--- src/hw/rtl/mptq_pkg.sv ---
// Shared types, sizes and codes for the min-priority table queue.
// Used by mptq_cell and min_priority_table_queue; depends on nothing.
package mptq_pkg;

  // Table size and stored widths
  localparam int DEPTH       = 16;
  localparam int TAG_BITS    = 16;
  localparam int TAG_FIELD_W = 16;
  localparam int PRIO_W      = 32;
  localparam int IDX_W       = $clog2(DEPTH);
  localparam int CNT_W       = $clog2(DEPTH + 1);

  typedef logic [TAG_BITS-1:0]      tag_t;
  typedef logic signed [PRIO_W-1:0] prio_t;
  typedef logic [IDX_W-1:0]         idx_t;
  typedef logic [CNT_W-1:0]         cnt_t;

  // Request kinds
  localparam logic [1:0] KIND_ENQ   = 2'd0;
  localparam logic [1:0] KIND_DEQ   = 2'd1;
  localparam logic [1:0] KIND_LOWER = 2'd2;
  localparam logic [1:0] KIND_CLEAR = 2'd3;

  // Result status codes
  localparam logic [1:0] STAT_OK      = 2'd0;
  localparam logic [1:0] STAT_EMPTY   = 2'd1;
  localparam logic [1:0] STAT_NOMATCH = 2'd2;
  localparam logic [1:0] STAT_FULL    = 2'd3;

  // Best-so-far candidate handed from newer cells toward slot 0
  typedef struct packed {
    logic  vld;
    idx_t  slot;
    tag_t  tag;
    prio_t prio;
  } cand_t;

  // Command broadcast from the controller to every cell
  typedef struct packed {
    logic  enq;
    logic  shift;
    logic  lower;
    tag_t  tag;
    prio_t prio;
    cnt_t  count;
    idx_t  take_slot;
  } cmd_t;

endpackage

--- src/hw/rtl/min_priority_table_queue.sv ---
// Min-priority queue over an unsorted table built as a row of slot cells.
// Depends on mptq_pkg and mptq_cell.
//
// Usage: one request beat on the s_axis side gives exactly one result beat
// on the m_axis side. tuser carries the request kind (enqueue, dequeue most
// urgent, lower priority, clear) and, on the result, the status code.
// Entries are kept oldest in slot 0; the most urgent entry is the one with
// the smallest priority, the newest of them on a tie.
// Timing: a request is taken only while the block is idle. Enqueue, lower
// and clear apply the request and then run one minimum scan; a dequeue on a
// non-empty table runs one scan before the apply step as well. The next
// request is accepted in the cycle after the result is loaded. The scans set
// the pace: the best candidate walks down the cell row one slot per cycle,
// and a dequeue needs one scan to find the entry and one to find the new best.
// The result sits in an output register; the next request can be accepted
// and processed while it waits, and the block holds at the end of that next
// scan until the receiver takes the pending beat.
// Reset empties the table (count zero) and drops any pending result.
module min_priority_table_queue (
  input  logic         clk_i,
  input  logic         rst_ni,
  input  logic         s_axis_tvalid,
  output logic         s_axis_tready,
  // [15:0] value_tag, [47:16] prio_in
  input  logic [47:0]  s_axis_tdata,
  // [1:0] kind
  input  logic [1:0]   s_axis_tuser,
  output logic         m_axis_tvalid,
  input  logic         m_axis_tready,
  // [15:0] taken_tag, [47:16] taken_prio, [63:48] best_tag, [95:64] best_prio,
  // [100:96] count, [101] empty_res, [103:102] zero
  output logic [103:0] m_axis_tdata,
  // [1:0] status
  output logic [1:0]   m_axis_tuser
);
  import mptq_pkg::*;

  localparam logic [1:0] S_IDLE = 2'd0;
  localparam logic [1:0] S_FIND = 2'd1;
  localparam logic [1:0] S_EXEC = 2'd2;
  localparam logic [1:0] S_SCAN = 2'd3;

  logic [1:0] state_q;
  cnt_t       scan_cnt_q;
  cnt_t       count_q;
  logic [1:0] kind_q;
  tag_t       tag_q;
  prio_t      prio_q;
  logic [1:0] status_q;
  tag_t       taken_tag_q;
  prio_t      taken_prio_q;

  logic                   out_vld_q;
  logic [1:0]             o_status_q;
  logic [TAG_FIELD_W-1:0] o_taken_tag_q;
  prio_t                  o_taken_prio_q;
  logic [TAG_FIELD_W-1:0] o_best_tag_q;
  prio_t                  o_best_prio_q;
  cnt_t                   o_count_q;
  logic                   o_empty_q;

  cmd_t  cmd;
  tag_t  tag_w   [DEPTH+1];
  prio_t prio_w  [DEPTH+1];
  cand_t carry_w [DEPTH+1];
  logic  hit_w   [DEPTH+1];

  logic in_acc;
  logic scan_done;
  logic out_free;
  logic load_out;
  logic not_full;

  assign s_axis_tready = (state_q == S_IDLE);
  assign in_acc        = s_axis_tvalid && s_axis_tready;
  assign scan_done     = (scan_cnt_q == cnt_t'(DEPTH));
  assign out_free      = !out_vld_q || m_axis_tready;
  assign load_out      = (state_q == S_SCAN) && scan_done && out_free;
  assign not_full      = (count_q < cnt_t'(DEPTH));

  // Broadcast command to the cell row
  always_comb begin
    cmd.enq       = (state_q == S_EXEC) && (kind_q == KIND_ENQ) && not_full;
    cmd.shift     = (state_q == S_EXEC) && (kind_q == KIND_DEQ) && (count_q != '0);
    cmd.lower     = (state_q == S_EXEC) && (kind_q == KIND_LOWER);
    cmd.tag       = tag_q;
    cmd.prio      = prio_q;
    cmd.count     = count_q;
    cmd.take_slot = carry_w[0].slot;
  end

  // Tie off the newest end of the row
  assign tag_w[DEPTH]   = '0;
  assign prio_w[DEPTH]  = '0;
  assign carry_w[DEPTH] = '0;
  assign hit_w[DEPTH]   = 1'b0;

  for (genvar g = 0; g < DEPTH; g++) begin : g_cell
    mptq_cell u_cell (
      .clk_i     (clk_i),
      .rst_ni    (rst_ni),
      .idx_i     (idx_t'(g)),
      .cmd_i     (cmd),
      .nb_tag_i  (tag_w[g+1]),
      .nb_prio_i (prio_w[g+1]),
      .carry_i   (carry_w[g+1]),
      .hit_i     (hit_w[g+1]),
      .tag_o     (tag_w[g]),
      .prio_o    (prio_w[g]),
      .carry_o   (carry_w[g]),
      .hit_o     (hit_w[g])
    );
  end

  // Request capture
  always_ff @(posedge clk_i) begin
    if (in_acc) begin
      kind_q <= s_axis_tuser;
      tag_q  <= tag_t'(s_axis_tdata[15:0]);
      prio_q <= prio_t'(s_axis_tdata[47:16]);
    end
  end

  // Sequencer: optional find scan, apply, scan for the new best
  always_ff @(posedge clk_i or negedge rst_ni) begin
    if (!rst_ni) begin
      state_q    <= S_IDLE;
      scan_cnt_q <= '0;
      count_q    <= '0;
    end else begin
      case (state_q)
        S_IDLE: begin
          scan_cnt_q <= '0;
          if (in_acc) begin
            if ((s_axis_tuser == KIND_DEQ) && (count_q != '0)) begin
              state_q <= S_FIND;
            end else begin
              state_q <= S_EXEC;
            end
          end
        end
        S_FIND: begin
          if (scan_done) begin
            state_q <= S_EXEC;
          end else begin
            scan_cnt_q <= scan_cnt_q + 1'b1;
          end
        end
        S_EXEC: begin
          scan_cnt_q <= '0;
          state_q    <= S_SCAN;
          case (kind_q)
            KIND_ENQ: begin
              if (not_full) begin
                count_q <= count_q + 1'b1;
              end
            end
            KIND_DEQ: begin
              if (count_q != '0) begin
                count_q <= count_q - 1'b1;
              end
            end
            KIND_CLEAR: begin
              count_q <= '0;
            end
            default: begin
            end
          endcase
        end
        S_SCAN: begin
          if (!scan_done) begin
            scan_cnt_q <= scan_cnt_q + 1'b1;
          end else if (out_free) begin
            state_q <= S_IDLE;
          end
        end
        default: begin
          state_q <= S_IDLE;
        end
      endcase
    end
  end

  // Status and removed entry, settled in the apply cycle
  always_ff @(posedge clk_i) begin
    if (state_q == S_EXEC) begin
      status_q     <= STAT_OK;
      taken_tag_q  <= '0;
      taken_prio_q <= '0;
      case (kind_q)
        KIND_ENQ: begin
          if (!not_full) begin
            status_q <= STAT_FULL;
          end
        end
        KIND_DEQ: begin
          if (count_q == '0) begin
            status_q <= STAT_EMPTY;
          end else begin
            taken_tag_q  <= carry_w[0].tag;
            taken_prio_q <= carry_w[0].prio;
          end
        end
        KIND_LOWER: begin
          if (!hit_w[0]) begin
            status_q <= STAT_NOMATCH;
          end
        end
        default: begin
        end
      endcase
    end
  end

  // Output register: load at scan end, drop when the beat is taken
  always_ff @(posedge clk_i or negedge rst_ni) begin
    if (!rst_ni) begin
      out_vld_q <= 1'b0;
    end else if (load_out) begin
      out_vld_q <= 1'b1;
    end else if (m_axis_tready) begin
      out_vld_q <= 1'b0;
    end
  end

  always_ff @(posedge clk_i) begin
    if (load_out) begin
      o_status_q     <= status_q;
      o_taken_tag_q  <= TAG_FIELD_W'(taken_tag_q);
      o_taken_prio_q <= taken_prio_q;
      o_count_q      <= count_q;
      o_empty_q      <= (count_q == '0);
      if ((count_q != '0) && carry_w[0].vld) begin
        o_best_tag_q  <= TAG_FIELD_W'(carry_w[0].tag);
        o_best_prio_q <= carry_w[0].prio;
      end else begin
        o_best_tag_q  <= '0;
        o_best_prio_q <= '0;
      end
    end
  end

  assign m_axis_tvalid = out_vld_q;
  assign m_axis_tuser  = o_status_q;
  assign m_axis_tdata  = {2'b00, o_empty_q, o_count_q, o_best_prio_q, o_best_tag_q,
                          o_taken_prio_q, o_taken_tag_q};

  // Checks
  a_count_range: assert property (@(posedge clk_i) disable iff (!rst_ni)
    count_q <= cnt_t'(DEPTH))
    else $error("entry count above table depth");

  a_take_valid: assert property (@(posedge clk_i) disable iff (!rst_ni)
    cmd.shift |-> (carry_w[0].vld && (cnt_t'(carry_w[0].slot) < count_q)))
    else $error("dequeue without a valid scanned slot");

  a_enq_count: assert property (@(posedge clk_i) disable iff (!rst_ni)
    cmd.enq |=> (count_q == cnt_t'($past(count_q) + 1'b1)))
    else $error("enqueue did not advance the count");

  a_best_found: assert property (@(posedge clk_i) disable iff (!rst_ni)
    (load_out && (count_q != '0)) |-> carry_w[0].vld)
    else $error("scan ended without a candidate on a non-empty table");

endmodule

--- src/hw/rtl/mptq_cell.sv ---
// One table slot of the min-priority queue: holds one entry, runs one step
// of the minimum scan and one step of the newest-match search. Uses mptq_pkg.
module mptq_cell (
  input  logic            clk_i,
  input  logic            rst_ni,
  input  mptq_pkg::idx_t  idx_i,
  input  mptq_pkg::cmd_t  cmd_i,
  input  mptq_pkg::tag_t  nb_tag_i,
  input  mptq_pkg::prio_t nb_prio_i,
  input  mptq_pkg::cand_t carry_i,
  input  logic            hit_i,
  output mptq_pkg::tag_t  tag_o,
  output mptq_pkg::prio_t prio_o,
  output mptq_pkg::cand_t carry_o,
  output logic            hit_o
);
  import mptq_pkg::*;

  tag_t  tag_q;
  prio_t prio_q;
  cand_t carry_q, carry_d;
  logic  valid;
  logic  match;
  logic  own_wins;

  assign valid = cnt_t'(idx_i) < cmd_i.count;

  // Lower request: this slot matches if the tag agrees and the new priority is smaller
  assign match = cmd_i.lower && valid && (tag_q == cmd_i.tag) && (prio_q > cmd_i.prio);
  assign hit_o = hit_i | match;

  // Scan step: keep the newer candidate unless there is none or this valid entry is strictly smaller
  assign own_wins = valid && (!carry_i.vld || (prio_q < carry_i.prio));

  always_comb begin
    carry_d = carry_i;
    if (own_wins) begin
      carry_d.vld  = 1'b1;
      carry_d.slot = idx_i;
      carry_d.tag  = tag_q;
      carry_d.prio = prio_q;
    end
  end

  // Entry storage: write new, shift down from newer neighbor, or lower in place
  always_ff @(posedge clk_i) begin
    if (cmd_i.enq && (cnt_t'(idx_i) == cmd_i.count)) begin
      tag_q  <= cmd_i.tag;
      prio_q <= cmd_i.prio;
    end else if (cmd_i.shift && (idx_i >= cmd_i.take_slot)) begin
      tag_q  <= nb_tag_i;
      prio_q <= nb_prio_i;
    end else if (match && !hit_i) begin
      prio_q <= cmd_i.prio;
    end
  end

  // Candidate register toward the older neighbor
  always_ff @(posedge clk_i or negedge rst_ni) begin
    if (!rst_ni) begin
      carry_q <= '0;
    end else begin
      carry_q <= carry_d;
    end
  end

  assign tag_o   = tag_q;
  assign prio_o  = prio_q;
  assign carry_o = carry_q;

endmodule

--- config.mk ---
export PLATFORM = sky130hd
export DESIGN_NAME = min_priority_table_queue
export DESIGN_NICKNAME = d
export VERILOG_FILES = /design/src/hw/rtl/mptq_pkg.sv /design/src/hw/rtl/min_priority_table_queue.sv /design/src/hw/rtl/mptq_cell.sv
export SDC_FILE = /design/constraint.sdc
export NUM_CORES = 2
export LEC_CHECK = 0
export BUFFER_PORTS_ARGS = -buffer_cell sky130_fd_sc_hd__buf_4
export CAP_MARGIN = 20
export CORE_MARGIN = 3
export CORE_UTILIZATION = 40
export CTS_CLUSTER_DIAMETER = 30
export DETAILED_ROUTE_END_ITERATION = 7
export PLACE_DENSITY = 0.58
export SETUP_SLACK_MARGIN = 0.4
export SLEW_MARGIN = 20
export SYNTH_ARGS = -nofsm -noshare
export SYNTH_HDL_FRONTEND = slang
export SYNTH_SLANG_ARGS = --single-unit
export TNS_END_PERCENT = 100
--- constraint.sdc ---
create_clock -name clk_i -period 6.1 [get_ports clk_i]
set_clock_uncertainty 0.15 [all_clocks]
set_input_delay 1.525 -clock clk_i [delete_from_list [all_inputs] [get_ports clk_i]]
set_output_delay 1.525 -clock clk_i [all_outputs]
set_load 0.05 [all_outputs]
Word level (Yosys, flattened, before mapping). Cells that the tools add are included.

Register bits: 1833. Input port bits: 54. Output and inout port bits: 108. Logic and storage cells: 565.

Add/sub/neg operators: 3. Magnitude comparators: 64. Equality and inequality tests: 46. Multiplexer cells: 113. Bitwise gates (word level): 16. Reduce and logical (&&, ||, !) cells: 210.

Operator list (count): $mux 32 (48); $mux 53 (16); $gt 32x32->1 (16); $mux 16 (32); $lt 32x32->1 (15); $eq 16x16->1 (16); $logic_and 1x1->1 (120); $reduce_bool 3->1 (17); $eq 4x5->1 const A (8); $lt 4x5->1 const A (8); $reduce_bool 2->1 (17); $ge 4x4->1 const A (8); $logic_not 1->1 (31); $eq 3x5->1 const A (4); $lt 3x5->1 const A (4); $ge 3x4->1 const A (4); $logic_or 1x1->1 (16); $mux 5 (3); $or 1x1->1 (15); $pmux 5 s3 (1); $mux 2 (7); $add 5x1->5 const B (2); $eq 2x5->1 const A (2); $lt 1x5->1 const A (2); 21 further kinds (40).

Depth between registers and ports, before layout.
Depth after elaboration: 24. Depth in mapped cells: 14. Gate-level depth less buffers: 12.

By module. A second synthesis with hierarchy kept.

Cells, all modules: 8349. Area total of the unflattened synthesis: 106307.0 µm².

By module, submodules not included: mptq_cell (times used 16, cells each 496, area each 6159.7 µm², seq. area each 2767.7 µm²); min_priority_table_queue (times used 1, cells each 413, area each 7752.4 µm², seq. area each 6451.2 µm²).

Least setup slack after synthesis. OpenSTA, ideal clock, no wires.

Kind: input-to-reg. Start point: in m_axis_tready. End point: reg o_status_q[0], in the netlist m_axis_tuser[0], enable pin. Setup time: 0.568 ns. Data arrival time: 5.915 ns. Required time: 5.382 ns. Path slack: -0.533 ns. Stages: 2. Buffers on the path: 0. Path through: nor2b_1 nor2_1.

Cells in the longest elaborated chain, start to end: 2.

Ends and longest elaborated chain: from (decl) (RTL line min_priority_table_queue.sv:29) `input logic m_axis_tready,`; $logic_or 1x1->1 (RTL line min_priority_table_queue.sv:77) `assign out_free = !out_vld_q || m_axis_tready;`; $logic_and 1x1->1 (RTL line min_priority_table_queue.sv:78) `assign load_out = (state_q == S_SCAN) && scan_done && out_free;`; net load_out (RTL line min_priority_table_queue.sv:71) `logic load_out;`; to (signal assigned) (RTL line min_priority_table_queue.sv:228) `o_status_q <= status_q;`; to (decl) (RTL line min_priority_table_queue.sv:54) `logic [1:0] o_status_q;`.

The timed path passes the listed nets, and every way through them passes these cells. A chain may end at the register's enable or synchronous reset.

Worst setup path in the final report.
Start point: reg prio_q[22]. End point: reg g_cell[0].u_cell.prio_q[6], enable pin.

Cells in the longest elaborated chain, start to end: 19. Elaborated cells between the ends (all ways): 49. Those cells by class: 16 x order compare; 14 x bitwise; 19 x reduce/logical.

Ends and longest elaborated chain: from (decl) (RTL line min_priority_table_queue.sv:48) `prio_t prio_q;`; from (signal assigned) (RTL line min_priority_table_queue.sv:120) `prio_q <= prio_t'(s_axis_tdata[47:16]);`; $gt 32x32->1 (RTL line mptq_cell.sv:29) `assign match = cmd_i.lower && valid && (tag_q == cmd_i.tag) && (prio_q > cmd_i.prio);`; $logic_and 1x1->1 (RTL line mptq_cell.sv:29); $or 1x1->1 (14 in a row) (RTL line mptq_cell.sv:30) `assign hit_o = hit_i | match;`; $logic_not 1->1 (RTL line mptq_cell.sv:53) `end else if (match && !hit_i) begin`; $logic_and 1x1->1 (*) (RTL line mptq_cell.sv:53); $reduce_bool 3->1 (no source line) (*); to (signal assigned) (RTL line mptq_cell.sv:49) `prio_q <= cmd_i.prio;`; to (signal assigned) (RTL line mptq_cell.sv:52) `prio_q <= nb_prio_i;`; to (signal assigned) (RTL line mptq_cell.sv:54) `prio_q <= cmd_i.prio;`; to (decl) (RTL line mptq_cell.sv:20) `prio_t prio_q;`.

Mark *: on every way between the ends. The rest lies on a longest branch, timed or not.

==> summary.md <==
| Metric | Value |
|---|---|
| Outcome | `finished, final reports clean` |
| CORE AREA | `about 240,000 sq um` |
| Slew headroom | `around 20%` |
| Clock buffer depth | `4` |
| Hold-fix buffers, CTS | `0` |
| Cell area after synthesis | `around 100,000 sq um` |
| Vias per cell | `about 5.3` |
| Share of post-route cells with drive strength above 1 | `24.7%` |
| Asr flop ratio synth | `between 40% and 50%` |
| Pwr dens | `520 nW/um^2` |
| Yosys Warn Count | `0` |
| Peak VDD IR | `0.000341 V` |
| CTS tree | `done` |
| Sink Count | `~1.8k` |
| Syn avg cell area | `12.3 sq um` |
| Fillers | `approximately 21k` |
| Total congestion overflow | `0` |
| F_max | `0.184 GHz` |
| Final Total Pwr | `62,200 uW` |
| GR Util All Layers | `21.4%` |
| EDFF count, synth | `972` |
| Initial antenna violation count | `1` |
| Pre-antenna DRT Iters | `6` |
| Reg clk slew, reported paths | `~50 ps` |
| Ports | `approximately 160` |
| Routed len/inst | `around 23 microns` |
| Clock latency on the worst-skew pair | `about 960 ps` |
| Dpl hpwl | `approximately 200,000 microns` |
| Crit Path Class | `reg2reg` |
| Synth Register Bits | `1,818` |
| Via Count | `64.0k` |
| Final wirelength | `about 270,000 microns` |
| Crit-path max FO | `32` |
| P_leak | `0.0502 uW` |
| Register Area | `~50,000 sq um` |
| Post-synth cell types | `90` |
| Die height | `503 microns` |
| H-tree depth | `5` |
| Final setup violation count | `0` |
| Worst path arrival time | `between 5000 and 6000 ps` |
| Top area cells in the synthesized netlist | `edfxtp_1 (30%), dfrtp_1 (21%), ha_1 (13%)` |
| Max Cap Viol | `0` |
| Critical Path RT | `around 6500 ps` |
| DRC Markers | `0` |
| Worst Max-Slew Pin Slew | `~1200 ps` |
| Period Utilization, post-route | `89.0%` |
| Sequential area share after synthesis | `between 50% and 60%` |
| TNS Setup | `0 ps` |
| CTS buffer count | `around 430` |
| CP startpoint kind | `flip-flop` |
| Min Tclk post-route | `~5400 ps` |
| Die area | `between 200,000 and 300,000 sq um` |
| Pin count of the biggest net entering global routing | `175` |
| Area grow syn2layout | `21.3%` |
| Worst hold path type | `reg2reg` |
| Ys flop type | `edfxtp_1` |
| Buffers added on ports | `roughly 160` |
| FP Rows | `between 150 and 200` |
| GP Congestion | `0.935` |
| Starting Density | `about 40%` |
| Vias in the first global route | `just under 70k` |
| Multi-input gate area | `between 40,000 and 50,000 sq um` |
| Setup crit end kind | `flip-flop` |
| Root Buffer | `clkbuf_16` |
| Share of the synthesized area in the top cell type | `between 20% and 30%` |
| Width of the die | `503 microns` |
| Slew Viols, Final | `0` |
| RSZ-0062 raised after global routing | `false` |
| Post-route ant nets | `0` |
| Hold Fails Final Rpt | `0` |
| Top cell type by total area after synthesis | `edfxtp_1` |
| Syn Inst Count | `~8.0k` |
| First-pass GRT wire length | `around 420,000 microns` |
| Final net count | `about 9.5k` |
| Iter 0 DRT Violations | `3,751` |
critical path, cell delays in order, from the launching register on:
cell	delay [ps]
edfxtp_1	750
inv_1	480
ha_1	450
a21oi_1	140
nand2_1	70
a221o_1	300
a2111o_1	460
nor2_1	140
mux2i_1	140
or4_4	650
nor3_2	470
and4b_1	370
a21o_1	150
buf_6	290
what timing repair did:
action | in CTS | in global routing
cloned | 0 | 0
pin swaps | 0 | 2
resized for setup | 4 | 7
endpoints found under the setup margin | 152 | 196
buffers inserted | 1 | 5
cell usage after synthesis, types with 51 or more instances:
library cell,number
buf_2,51
o21ai_0,287
xnor2_1,138
nand2b_1,63
nor2_1,191
nor3_1,78
nor4_1,63
and2_1,179
o211ai_1,64
xor2_1,125
ha_1,988
a21oi_1,264
nor2b_1,69
nand4_1,211
mux2_2,1020
clkbuf_1,280
a21o_1,248
mux2_1,209
nand2_1,403
inv_1,565
dfrtp_1,846
nand3_1,253
edfxtp_1,972
area by class of cell:
class / instances / area share, %
sequential: 1818 / 42.1
multi-input combinational: 5303 / 37.8
clock buffer: 546 / 10.0
tap: 3202 / 3.35
clock inverter: 241 / 2.64
timing repair buffer: 340 / 2.34
inverter: 565 / 1.78
antenna: 4 / 0.00836
registers in the layout, indices dropped and copies added, names as in the netlist, 32 cells and up:
register               count
prio_q                    32
g_cell.u_cell.prio_o     512
g_cell.u_cell.carry_o    833
taken_prio_q              32
g_cell.u_cell.tag_o      256
o_best_prio_q             32
o_taken_prio_q            32
per-layer routing:
layer	vias up	share of wire, %	global-route usage (%)
li1	30600	-	-
met1	31200	44	27.8
met2	1636	46	34.7
met3	592	4.3	3.35
met4	0	5.3	10.8
met5	-	0	0
cell families (layout without fill, tap and decap cells):
family | count (synthesis) | after routing | synth area share [%]
AO/OA/AOI/OAI | 1153 | 1153 | 7.58
XOR/XNOR | 263 | 263 | 2.33
adder cells (fa/ha/maj) | 988 | 988 | 12.5
buffers and inverters | 909 | 1692 | 3.53
flip-flops | 1818 | 1818 | 51.0
multiplexers | 1235 | 1235 | 14.1
other | 1 | 6 | 0.00380
AND/OR/NAND/NOR | 1662 | 1662 | 8.90
through the flow:
| step | hold slack, ps | utilization (%) | instance area, sq um | instances | setup WS, ps |
|---|---|---|---|---|---|
| after CTS | 240 | 48.9 | 120000 | 12000 | 407 |
| after global routing | 250 | 49.0 | 120000 | 12000 | 478 |
| final | 246 | 49.0 | 120000 | 12000 | 673 |
| after floorplan | 215 | - | 98700 | 8030 | 468 |
| after detailed placement | 255 | 42.7 | 104000 | 11200 | 172 |
| after global placement | 253 | 42.7 | 104000 | 11200 | 284 |
cells in the final DEF (no fill, tap or decap), drive strengths merged, types with 13 or more instances in the layout:
cell      netlist  routed
and3           19      19
nand4         211     211
o311a          31      31
nor2b          69      69
clkinvlp        0      53
and2          179     179
a2111oi        13      13
ha            988     988
or4            14      14
a21oi         264     264
bufinv          0      60
a31oi          16      16
o21a           29      29
nand2b         64      64
nor3           81      81
dfrtp         846     846
or3            28      28
or2            19      19
a311o          18      18
mux2         1229    1229
nand2         403     403
inv           565     587
nand4b         15      15
buf            64     340
nor4           66      66
o21ai         306     306
clkinv          0     106
nand3         253     253
a211oi         47      47
o21bai         15      15
xnor2         138     138
nor2          191     191
clkbuf        280     546
xor2          125     125
a21o          249     249
o211ai         64      64
and4           17      17
edfxtp        972     972
report_power, final:
group          total [uW]  leakage [uW]  internal, uW  switching [uW]
sequential          19500        0.0186         17200            2270
combinational       19300        0.0243          8810           10500
clock               23500       0.00730         16400            7140
total               62200        0.0502         42400           19900
final timing paths:
| path | from | end | slack, ps | cells after the start |
|---|---|---|---|---|
| worst min-delay path | taken_prio_q[13] | o_taken_prio_q[13] | 250 | 0 |
| worst max register to register | prio_q[22] | g_cell[0].u_cell.prio_o[6] | 670 | 13 |
| worst min register to register | taken_prio_q[13] | o_taken_prio_q[13] | 250 | 0 |
| min in group asynchronous | rst_ni | g_cell[4].u_cell.carry_o[41] | 430 | 1 |
| worst max-delay path | prio_q[22] | g_cell[0].u_cell.prio_o[6] | 670 | 13 |
| max in group asynchronous | rst_ni | g_cell[10].u_cell.carry_o[27] | 3820 | 3 |
Note: power is estimated with default switching activity, not from simulation.
